File: src/rtl/spd_pkg.sv
`timescale 1ns / 1ps
// ----------------------------------------------------------------------------
// spd_pkg
// Shared types and constants for the strum peak detector.
// ----------------------------------------------------------------------------
package spd_pkg;

  localparam int MIDRAIL_BITS  = 10;
  localparam int NOISE_BITS    = 9;
  localparam int DELTA_BITS    = 10;
  localparam int COUNT_BITS    = 16;
  localparam int STRENGTH_BITS = 10;
  localparam int CFG_DATA_BITS = 16;
  localparam int CFG_IDX_BITS  = 2;
  localparam int HIST_DEPTH    = 5;

  localparam logic [MIDRAIL_BITS-1:0] MIDRAIL_RST     = 10'd512;
  localparam logic [NOISE_BITS-1:0]   NOISE_RST       = 9'd150;
  localparam logic [DELTA_BITS-1:0]   DELTA_RST       = 10'd10;
  localparam logic [COUNT_BITS-1:0]   MIN_SAMPLES_RST = 16'd256;

  // x / 5 == (x * RECIP_5) >> RECIP_SHIFT for any x below 2^32
  localparam logic [31:0] RECIP_5     = 32'hCCCC_CCCD;
  localparam int          RECIP_SHIFT = 34;

  typedef enum logic [CFG_IDX_BITS-1:0] {
    REG_MIDRAIL     = 2'd0,
    REG_NOISE_BAND  = 2'd1,
    REG_MIN_DELTA   = 2'd2,
    REG_MIN_SAMPLES = 2'd3
  } cfg_reg_t;

  typedef struct packed {
    logic [MIDRAIL_BITS-1:0] midrail;
    logic [NOISE_BITS-1:0]   noise_band;
    logic [DELTA_BITS-1:0]   min_delta;
    logic [COUNT_BITS-1:0]   min_samples;
  } cfg_t;

  typedef struct packed {
    logic                     strum;
    logic [STRENGTH_BITS-1:0] strength;
    logic                     armed;
  } result_t;

endpackage

File: src/rtl/strum_peak_detector_top.sv
`timescale 1ns / 1ps
// ----------------------------------------------------------------------------
// strum_peak_detector_top
// Strum detection on a stream of converter samples, one result per sample.
// ----------------------------------------------------------------------------
//   channel | dir | payload
//   in_     | in  | tdata: sample
//   out_    | out | tdata: strength, armed; tuser: strum
//   cfg_    | in  | write enable, register index, data
//
// One sample per cycle sustained while the output is not stalled; a sample is
// taken into the input register and the detect pass then lands its result in
// the result register, which drives out_tvalid and the output payload.
// The path is set by the peak sum times the reciprocal of five and the level
// compare. Reset is synchronous; the histories start at midrail.
// A stalled output holds its beat; the input register still takes one more.
// ----------------------------------------------------------------------------
module strum_peak_detector_top
  import spd_pkg::*;
#(
  parameter int SAMPLE_BITS = 10
)(
  input  logic                     clk,
  input  logic                     rst_n,
  input  logic                     in_tvalid,
  output logic                     in_tready,
  input  logic [((SAMPLE_BITS+7)/8)*8-1:0] in_tdata,   // [SAMPLE_BITS-1:0] sample
  output logic                     out_tvalid,
  input  logic                     out_tready,
  output logic [15:0]              out_tdata,  // [9:0] strength, [10] armed
  output logic                     out_tuser,  // [0] strum
  input  logic                     cfg_we,
  input  logic [CFG_IDX_BITS-1:0]  cfg_idx,
  input  logic [CFG_DATA_BITS-1:0] cfg_wdata
);

  cfg_t    cfg;
  result_t res;

  logic                   s1_valid_r, s1_valid_nxt;
  logic [SAMPLE_BITS-1:0] s1_sample_r;
  logic                   out_valid_r, out_valid_nxt;
  result_t                out_res_r;
  logic                   advance, fire, in_beat;

  assign advance   = !out_valid_r || out_tready;
  assign fire      = s1_valid_r && advance;
  assign in_tready = !s1_valid_r || advance;
  assign in_beat   = in_tvalid && in_tready;

  spd_cfg_regs u_cfg (
    .clk       (clk),
    .rst_n     (rst_n),
    .cfg_we    (cfg_we),
    .cfg_idx   (cfg_idx),
    .cfg_wdata (cfg_wdata),
    .cfg       (cfg)
  );

  spd_detect #(.SAMPLE_BITS(SAMPLE_BITS)) u_detect (
    .clk    (clk),
    .rst_n  (rst_n),
    .cfg    (cfg),
    .fire   (fire),
    .sample (s1_sample_r),
    .res    (res)
  );

  always_comb begin
    s1_valid_nxt  = in_tready ? in_tvalid : s1_valid_r;
    out_valid_nxt = advance ? s1_valid_r : out_valid_r;
  end

  always_ff @(posedge clk) begin
    if (!rst_n) begin
      s1_valid_r  <= 1'b0;
      out_valid_r <= 1'b0;
    end else begin
      s1_valid_r  <= s1_valid_nxt;
      out_valid_r <= out_valid_nxt;
    end
  end

  always_ff @(posedge clk) begin
    if (in_beat) s1_sample_r <= in_tdata[SAMPLE_BITS-1:0];
    if (fire)    out_res_r   <= res;
  end

  assign out_tvalid = out_valid_r;
  assign out_tuser  = out_res_r.strum;
  assign out_tdata  = {5'b0, out_res_r.armed, out_res_r.strength};

  // strength only carries a level on a strum beat
  a_strength_zero: assert property (@(posedge clk) disable iff (!rst_n)
    out_tvalid && !out_tuser |-> out_tdata[STRENGTH_BITS-1:0] == '0)
    else $error("strength set on a non-strum beat");

  // a held output with a sample waiting must block the input
  a_backpressure: assert property (@(posedge clk) disable iff (!rst_n)
    out_tvalid && !out_tready && s1_valid_r |-> !in_tready)
    else $error("input taken while both stages are full");

  // a detect pass always lands in the result register
  a_fire_lands: assert property (@(posedge clk) disable iff (!rst_n)
    fire |=> out_tvalid)
    else $error("detect pass lost its result");

endmodule

File: src/rtl/spd_cfg_regs.sv
`timescale 1ns / 1ps
// ----------------------------------------------------------------------------
// spd_cfg_regs
// Configuration register bank, written through a plain write port.
// ----------------------------------------------------------------------------
module spd_cfg_regs
  import spd_pkg::*;
(
  input  logic                     clk,
  input  logic                     rst_n,
  input  logic                     cfg_we,
  input  logic [CFG_IDX_BITS-1:0]  cfg_idx,
  input  logic [CFG_DATA_BITS-1:0] cfg_wdata,
  output cfg_t                     cfg
);

  cfg_t cfg_r, cfg_nxt;

  always_comb begin
    cfg_nxt = cfg_r;
    if (cfg_we) begin
      case (cfg_reg_t'(cfg_idx))
        REG_MIDRAIL:     cfg_nxt.midrail     = cfg_wdata[MIDRAIL_BITS-1:0];
        REG_NOISE_BAND:  cfg_nxt.noise_band  = cfg_wdata[NOISE_BITS-1:0];
        REG_MIN_DELTA:   cfg_nxt.min_delta   = cfg_wdata[DELTA_BITS-1:0];
        REG_MIN_SAMPLES: cfg_nxt.min_samples = cfg_wdata[COUNT_BITS-1:0];
        default:         cfg_nxt = cfg_r;
      endcase
    end
  end

  always_ff @(posedge clk) begin
    if (!rst_n) begin
      cfg_r.midrail     <= MIDRAIL_RST;
      cfg_r.noise_band  <= NOISE_RST;
      cfg_r.min_delta   <= DELTA_RST;
      cfg_r.min_samples <= MIN_SAMPLES_RST;
    end else begin
      cfg_r <= cfg_nxt;
    end
  end

  assign cfg = cfg_r;

endmodule

File: src/rtl/spd_detect.sv
`timescale 1ns / 1ps
// ----------------------------------------------------------------------------
// spd_detect
// Detection state (peak history, level base, counter, arm flag) and the
// single-pass classify / push / compare logic for one sample.
// ----------------------------------------------------------------------------
module spd_detect
  import spd_pkg::*;
#(
  parameter int SAMPLE_BITS = 10
)(
  input  logic                   clk,
  input  logic                   rst_n,
  input  cfg_t                   cfg,
  input  logic                   fire,
  input  logic [SAMPLE_BITS-1:0] sample,
  output result_t                res
);

  // peaks hold samples or midrail; levels are at most one peak wide
  localparam int PW = (SAMPLE_BITS > MIDRAIL_BITS) ? SAMPLE_BITS : MIDRAIL_BITS;
  localparam int SW = PW + 3;          // sum of five peaks
  localparam int CW = PW + 2;          // band threshold compares
  localparam int MW = SW + 32;         // reciprocal product

  logic [PW-1:0]         peak_r [HIST_DEPTH];
  logic [PW-1:0]         peak_nxt [HIST_DEPTH];
  logic [SW-1:0]         peak_sum_r, peak_sum_nxt;
  // level history is always uniform after reset or a refill: one value holds it
  logic [PW-1:0]         level_base_r, level_base_nxt;
  logic [COUNT_BITS-1:0] since_r, since_nxt;
  logic                  armed_r, armed_nxt;

  logic [CW-1:0] s_x, mid_x, upper, lower;
  logic          out_of_band, positive, push_peak, push_level, strum;
  logic [MW-1:0] prod;
  logic [PW-1:0] level;
  logic [PW:0]   level_thr;
  logic [SW-1:0] mid5;
  logic [COUNT_BITS-1:0] since_inc;

  always_comb begin
    s_x   = CW'(sample);
    mid_x = CW'(cfg.midrail);
    upper = mid_x + CW'(cfg.noise_band);
    lower = mid_x - CW'(cfg.noise_band);
    out_of_band = (s_x >= upper) ||
                  ((cfg.midrail >= MIDRAIL_BITS'(cfg.noise_band)) && (s_x <= lower));
    positive   = (s_x >= mid_x);
    push_peak  = out_of_band && positive && (PW'(sample) > peak_r[0]);
    push_level = out_of_band && !positive && (peak_r[0] > PW'(cfg.midrail));

    prod      = MW'(peak_sum_r) * MW'(RECIP_5);
    level     = prod[RECIP_SHIFT +: PW];
    level_thr = (PW+1)'(level_base_r) + (PW+1)'(cfg.min_delta);
    strum     = push_level && armed_r && ((PW+1)'(level) > level_thr);

    mid5      = SW'({cfg.midrail, 2'b00}) + SW'(cfg.midrail);
    since_inc = (since_r != '1) ? since_r + 1'b1 : since_r;
  end

  always_comb begin
    for (int i = 0; i < HIST_DEPTH; i++) peak_nxt[i] = peak_r[i];
    peak_sum_nxt   = peak_sum_r;
    level_base_nxt = level_base_r;
    since_nxt      = strum ? '0 : since_inc;
    armed_nxt      = strum ? 1'b0 : armed_r;

    if (push_peak) begin
      for (int i = 1; i < HIST_DEPTH; i++) peak_nxt[i] = peak_r[i-1];
      peak_nxt[0]  = PW'(sample);
      peak_sum_nxt = peak_sum_r - SW'(peak_r[HIST_DEPTH-1]) + SW'(sample);
    end
    if (push_level) begin
      for (int i = 0; i < HIST_DEPTH; i++) peak_nxt[i] = PW'(cfg.midrail);
      peak_sum_nxt   = mid5;
      level_base_nxt = PW'(cfg.midrail);
    end
    if (out_of_band && (since_nxt >= cfg.min_samples)) armed_nxt = 1'b1;

    res.strum    = strum;
    res.strength = strum ? level[STRENGTH_BITS-1:0] : '0;
    res.armed    = armed_nxt;
  end

  always_ff @(posedge clk) begin
    if (!rst_n) begin
      for (int i = 0; i < HIST_DEPTH; i++) peak_r[i] <= PW'(MIDRAIL_RST);
      peak_sum_r   <= SW'(HIST_DEPTH) * SW'(MIDRAIL_RST);
      level_base_r <= PW'(MIDRAIL_RST);
      since_r      <= '0;
      armed_r      <= 1'b1;
    end else if (fire) begin
      for (int i = 0; i < HIST_DEPTH; i++) peak_r[i] <= peak_nxt[i];
      peak_sum_r   <= peak_sum_nxt;
      level_base_r <= level_base_nxt;
      since_r      <= since_nxt;
      armed_r      <= armed_nxt;
    end
  end

endmodule
File: config.mk
export PLATFORM = sky130hd
export DESIGN_NAME = strum_peak_detector_top
export DESIGN_NICKNAME = d
export VERILOG_FILES = /design/src/rtl/spd_pkg.sv /design/src/rtl/strum_peak_detector_top.sv /design/src/rtl/spd_cfg_regs.sv /design/src/rtl/spd_detect.sv
export SDC_FILE = /design/constraint.sdc
export NUM_CORES = 1
export LEC_CHECK = 0
export ABC_AREA = 1
export CELL_PAD_IN_SITES_DETAIL_PLACEMENT = 0
export CELL_PAD_IN_SITES_GLOBAL_PLACEMENT = 1
export CORE_ASPECT_RATIO = 0.7
export CORE_MARGIN = 8
export CORE_UTILIZATION = 50
export DETAILED_ROUTE_END_ITERATION = 16
export DONT_BUFFER_PORTS = 1
export HOLD_SLACK_MARGIN = 0.08
export PLACE_DENSITY = 0.79
export SETUP_SLACK_MARGIN = 0.1
export SYNTH_ARGS = -nofsm -noshare
export SYNTH_HDL_FRONTEND = slang
export SYNTH_SLANG_ARGS = --single-unit
File: constraint.sdc
create_clock -name clk -period 8.25 [get_ports clk]
set_clock_uncertainty 0.15 [all_clocks]
set_input_delay 0.825 -clock clk [delete_from_list [all_inputs] [get_ports clk]]
set_output_delay 0.825 -clock clk [all_outputs]
set_load 0.01 [all_outputs]
==> results of run 1 <==
[sequential cells by signal (all words and copies together) (netlist names)]
signal,count
u_cfg.cfg,45
u_detect.peak_r,50
s1_sample_r,10
s1_valid_r,1
u_detect.level_base_r,10
u_detect.armed_r,1
u_detect.since_r,16
u_detect.peak_sum_r,13
out_tdata,11
out_tuser,1
out_tvalid,1
[per-stage QoR]
step	util, %	power [mW]	instance area [um2]	hold slack [ns]
after floorplan	-	3.00	14600	0.285
after detailed placement	51.7	3.72	14900	0.308
after CTS	53.7	4.55	15400	0.299
after global placement	51.7	3.70	14900	0.297
final	54.5	4.75	15700	0.313
after global routing	54.5	5.19	15700	0.297
[synth_stat cells, drive strengths merged]
cell       n  area [um2]
or2        4        25.0
nand4     27         184
o21bai     4        30.0
nor2     117         449
a21o      12        90.1
o211ai    13        97.6
edfxtp    72        2160
nor3b      1        7.51
inv      357        1340
a31oi      8        50.1
a211oi     2        15.0
nor3      25         125
clkinv     2        8.75
buf       27         219
o221ai     2        17.5
a211o      1        8.76
xor2      40         350
dfxtp     87        1740
o2111ai    2        17.5
a41oi      1        8.76
nor4       5        31.3
nand2    335        1270
nand3     86         440
and2       2        12.5
a21boi     3        26.3
clkbuf    20        75.1
fa        67        1340
ha       209        2620
conb       1        3.75
o21ai    119         599
o21a       6        45.0
nand3b     4        30.0
a221oi     3        26.3
o31ai      3        22.5
a21oi    184         921
xnor2     16         140
o41ai      1        8.76
[cell type report]
| type | instances | share of cell area (%) |
|---|---|---|
| inverters | 359 | 8.61 |
| clock inverters | 15 | 0.999 |
| multi-input cells | 1307 | 58.6 |
| clock buffers | 17 | 2.72 |
| flip-flops and latches | 159 | 24.9 |
| repair buffers | 17 | 1.12 |
| well taps | 378 | 3.02 |
[kinds of logic (layout without fill, tap and decap cells)]
| logic type | after synthesis | in the layout | share of synthesized area, % |
|---|---|---|---|
| AO/OA/AOI/OAI | 364 | 364 | 13.6 |
| XOR/XNOR | 56 | 56 | 3.37 |
| adder cells (fa/ha/maj) | 276 | 276 | 27.2 |
| buffers and inverters | 406 | 408 | 11.3 |
| flip-flops | 159 | 159 | 26.8 |
| other | 1 | 5 | 0.0258 |
| AND/OR/NAND/NOR | 606 | 606 | 17.7 |
[path summary, 6_finish.rpt]
check	to	slack (ns)	cells after the start
worst max-delay path	out_tdata[10]	0.60	42
worst min-delay path	u_cfg.cfg[7]	0.31	2
worst max register to register	out_tdata[10]	0.60	42
worst min register to register	u_cfg.cfg[7]	0.31	2
[per-layer routing]
layer	routed length (um)	up-vias	global-route usage (%)
met5	11	-	0
met4	299	2	4.12
met3	3850	23	7.16
met2	15800	350	31.1
met1	20500	5783	35.6
li1	-	6104	-
[power by group through the flow]
stage | clock network, mW | logic, mW | registers (mW)
after floorplan | 0 | 2.05 | 0.944
after global placement | 0 | 2.73 | 0.968
after detailed placement | 0 | 2.75 | 0.969
after CTS | 0.818 | 2.78 | 0.952
after global routing | 0.850 | 3.38 | 0.959
final | 0.804 | 2.99 | 0.952
[worst register-to-register path: cells and delay by family, from the launching register on]
kind / cells / cell delay (ns)
compound gates: 3 / 0.78
xor+xnor: 1 / 0.14
fa+ha+maj: 8 / 2.94
buf+inv: 9 / 0.86
flops: 1 / 0.38
simple gates: 21 / 2.14
[what timing repair did]
action / 4_1_cts / 5_1_grt
buffers inserted: 0 / 3
endpoints found under the setup margin: 0 / 2
resized for setup: 0 / 31
==> flow_summary.yaml, run 1 <==
clock_network:
  cts.sinks: 159
  cts.hold.buffers_added: 0
  root_buffer: "clkbuf_16"
  clk_latency_ns: 0.45
  h-tree-depth: 4
  clockBufferDepth: 2
  cts_inserted_buffers: 17
  tritoncts: "done"
  clk_pin_slew_worst_paths_ns: 0.07
sta:
  totalNegativeSetupSlack_ns: 0
  setup_viol: 0
  max_slew_margin_pct: 47.4
  rsz0062_at_grt: "no"
  setup_slack_ns: 0.598
  timing.fmax_mhz: 131
  min_period_ns: 7.65
  drv_slew: 0
  final.period_utilization_pct: 92.8
  hold_viol_final: 0
  max_slew.worst_pin.slew_ns: 0.787
die:
  core_um2: 28800
  rows: 52
  die_h_um: 159
  die-width_um: 220
  io_pins: 58
  dieArea_um2: 34900
  start_util_pct: 50.6
worst_setup_path:
  path_class: "reg -> reg"
  worstPathMaxFanout: 7
  slowest_stage: "fa_1"
  crit_top_cell: "nand2_1"
  r2r-start: "u_detect.peak_sum_r[2]"
  start_kind: "register"
  max_stage_delay_ns: 0.53
  path_buf_inv: 9
  cp-end-kind: "register"
  cp_top_family: "adder cells"
  required_ns: 8.29
  arrival_ns: 7.69
  startpoint: "u_detect.peak_sum_r[2]"
global_routing:
  overflow: 0
  grt.total_usage_pct: 23.1
  grt_pass1_wl_mm: 63.4
  antenna_found_initial: 2
  grt_max_degree: 69
  grt_pass1_vias: 11800
outcome:
  outcome: "completed"
layout:
  final_cells: 2252
  multi_input_area_um2: 9180
  regArea_um2: 3910
  mostFrequentLayoutCell: "inv_1"
  layout_common_cells: "350 x inv_1, 330 x nand2_1, 207 x ha_1, 181 x a21oi_1, 112 x nor2_1"
  num-fill-cells: 2763
  areaGrowthSynthToFinish_pct: 7.57
  nets: 2176
  num_antenna_cells: 0
  layout-drive-gt1-share_pct: 4.96
route:
  ant_nets: 0
  routed_wl_mm: 40.4
  drt_iter0_drc: 1021
  post-route-drc-count: 0
  vias: 12300
  wl_per_cell_um: 18.0
  dr.pass1.iters: 5
  viasPerCell: 5.44
synthesis:
  syn_area_um2: 14600
  synth_cells: 1868
  synth-seq-cells: 159
  yosysSeqAreaShare_pct: 26.8
  syn_avg_cell_area_um2: 7.79
  synth.distinct_cells: 51
  yosys_warnings: 0
power_and_ir_drop:
  p_sw_share_pct: 49.8
  p_int_mw: 2.38
  peakVddDrop_v: 0.000265
  power.share.clock_pct: 16.9
  p_switching_mw: 2.37
  p_seq_share_pct: 20.0
  p_leak_nw: 7.80
  powerDensity_nw_per_um2: 303
  comb_power_share_pct: 63.0
worst_hold_path:
  hold_start: "u_cfg.cfg[7]"
  hold_path.class: "reg -> reg"
place:
  dp.cells: 2215
  pre_cts_slack_ns: 0.459
  hpwl_mm: 32.4
  portBuffers: 0
  place_congestion: 0.938
flow_run:
  max-cap-violations: 0
(Power assumes the default switching activity.)
==> run 2, diff against run 1 <==
CORE_UTILIZATION = 51   (was 50)
CTS_BUF_LIST = sky130_fd_sc_hd__clkbuf_8   (was not set)
PLACE_DENSITY = 0.8   (was 0.79)
==> run 2 against run 1 <==
  * Count of clock-buffer cells in the layout unchanged
  * First-iteration DRC count down 10%
  * Combinational power up 2%
  * Sequential share of layout area up 0.45 points
  * Global-route usage up 0.35 points
  * Die area down 1.8%
  * Non-clock buffer count down 1
  * Setup slack worse by 0.061 ns
  * Register-to-register slack worse by 0.06 ns
  * Critical endpoint unchanged
  * Highest routed layer is now met4
==> flow_summary.yaml, run 2 (synthesis gave the netlist of run 1 again) <==
outcome:
  outcome: "completed"
global_routing:
  antenna_found_initial: 0
  grt_max_degree: 69
  overflow: 0
  grt_pass1_wl_mm: 62.3
  grt.total_usage_pct: 23.5
  grt_pass1_vias: 11300
place:
  portBuffers: 0
  place_congestion: 0.938
  hpwl_mm: 32.4
worst_setup_path:
  reg2reg_slack_ns: 0.54
  slowest_stage: "fa_2"
  path_class: "reg -> reg"
  path_buf_inv: 5
  required_ns: 8.33
  max_stage_delay_ns: 0.65
  cp-end-kind: "register"
  arrival_ns: 7.80
  worstPathMaxFanout: 8
  crit_top_cell: "nand2_1"
  cp_top_family: "adder cells"
  start_kind: "register"
clock_network:
  h-tree-depth: 4
  cts.sinks: 159
  root_buffer: "clkbuf_8"
  clockBufferDepth: 2
  cts.hold.buffers_added: 0
  cts_inserted_buffers: 17
  clk_latency_ns: 0.49
  clk_pin_slew_worst_paths_ns: 0.10
  tritoncts: "done"
sta:
  drv_slew: 0
  min_period_ns: 7.71
  max_slew.worst_pin.slew_ns: 0.910
  timing.fmax_mhz: 130
  totalNegativeSetupSlack_ns: 0
  hold_viol_final: 0
  setup_viol: 0
  rsz0062_at_grt: "no"
  max_slew_margin_pct: 39.3
  final.period_utilization_pct: 93.5
route:
  ant_nets: 0
  vias: 12200
  viasPerCell: 5.45
  post-route-drc-count: 0
  wl_per_cell_um: 17.9
  drt_iter0_drc: 916
  dr.pass1.iters: 6
  routed_wl_mm: 40.3
layout:
  layout_common_cells: "349 x inv_1, 327 x nand2_1, 207 x ha_1, 184 x a21oi_1, 111 x nor2_1"
  areaGrowthSynthToFinish_pct: 5.61
  regMostFlops: "u_detect.peak_r"
  num_antenna_cells: 0
  final_util_pct: 55.0
  nets: 2176
  largest_reg_flops: 50
  mostFrequentLayoutCell: "inv_1"
  layout-drive-gt1-share_pct: 4.86
worst_hold_path:
  hold_path.class: "in -> reg"
power_and_ir_drop:
  p_leak_nw: 7.68
  powerDensity_nw_per_um2: 301
  peakVddDrop_v: 0.000345
die:
  die_h_um: 157
  dieArea_um2: 34300
  core_um2: 27900
  die-width_um: 218
  start_util_pct: 52.1
  rows: 51
  io_pins: 58
flow_run:
  max-cap-violations: 0
run 2: path summary, 6_finish.rpt:
check | start | endpoint | cells after the start
worst max-delay path | u_detect.peak_sum_r[11] | out_tdata[10] | 39
worst min-delay path | in_tdata[7] | s1_sample_r[7] | 0
worst max register to register | u_detect.peak_sum_r[11] | out_tdata[10] | 39
worst min register to register | u_cfg.cfg[3] | u_cfg.cfg[3] | 2
run 2: per-stage QoR:
step | power [mW] | hold slack, ns | instance area (um2) | worst slack [ns] | instances
6_report | 4.63 | 0.276 | 15400 | 0.537 | 2245
5_1_grt | 5.05 | 0.235 | 15400 | 0.0909 | 2245
4_1_cts | 4.47 | 0.232 | 15300 | 0.138 | 2242
3_5_place_dp | 3.83 | 0.305 | 14800 | 0.172 | 2210
3_3_place_gp | 3.83 | 0.297 | 14800 | 0.289 | 2210
2_1_floorplan | 3.00 | 0.285 | 14600 | 1.31 | 1872
run 2: area by class of cell:
class	instances	area [um2]
Multi-Input combinational cell	1308	9130
Fill cell	2718	12600
Clock inverter	15	173
Tap cell	371	464
Timing Repair Buffer	16	124
Sequential cell	159	3900
Inverter	359	1350
Clock buffer	17	234
run 2: what timing repair did:
| action | 4_1_cts | 5_1_grt |
|---|---|---|
| setup endpoints to repair | 0 | 2 |
| setup buffers | 0 | 2 |
| gates resized for setup | 0 | 24 |
run 2: power by group:
group | total (mW) | internal, mW | switching (mW)
clock network | 0.616 | 0.279 | 0.338
registers | 0.953 | 0.893 | 0.0601
logic | 3.06 | 1.01 | 2.05
total | 4.63 | 2.18 | 2.45
run 2: layer usage:
metal / vias to the layer above / GRT usage (%) / share of wire [%]
met5: - / 0 / 0
met4: 0 / 4.21 / 0.93
met3: 26 / 7.38 / 9.3
met2: 378 / 31.8 / 39
met1: 5736 / 35.7 / 51
li1: 6104 / - / -
run 2: worst reg2reg max path: cells and delay by family, from the launching register on:
kind / cells / cell delay, ns
AND/OR/NAND/NOR: 19 / 1.82
flip-flops: 1 / 0.42
AO/OA/AOI/OAI: 7 / 1.19
buffers and inverters: 5 / 0.48
adder cells (fa/ha/maj): 8 / 3.39
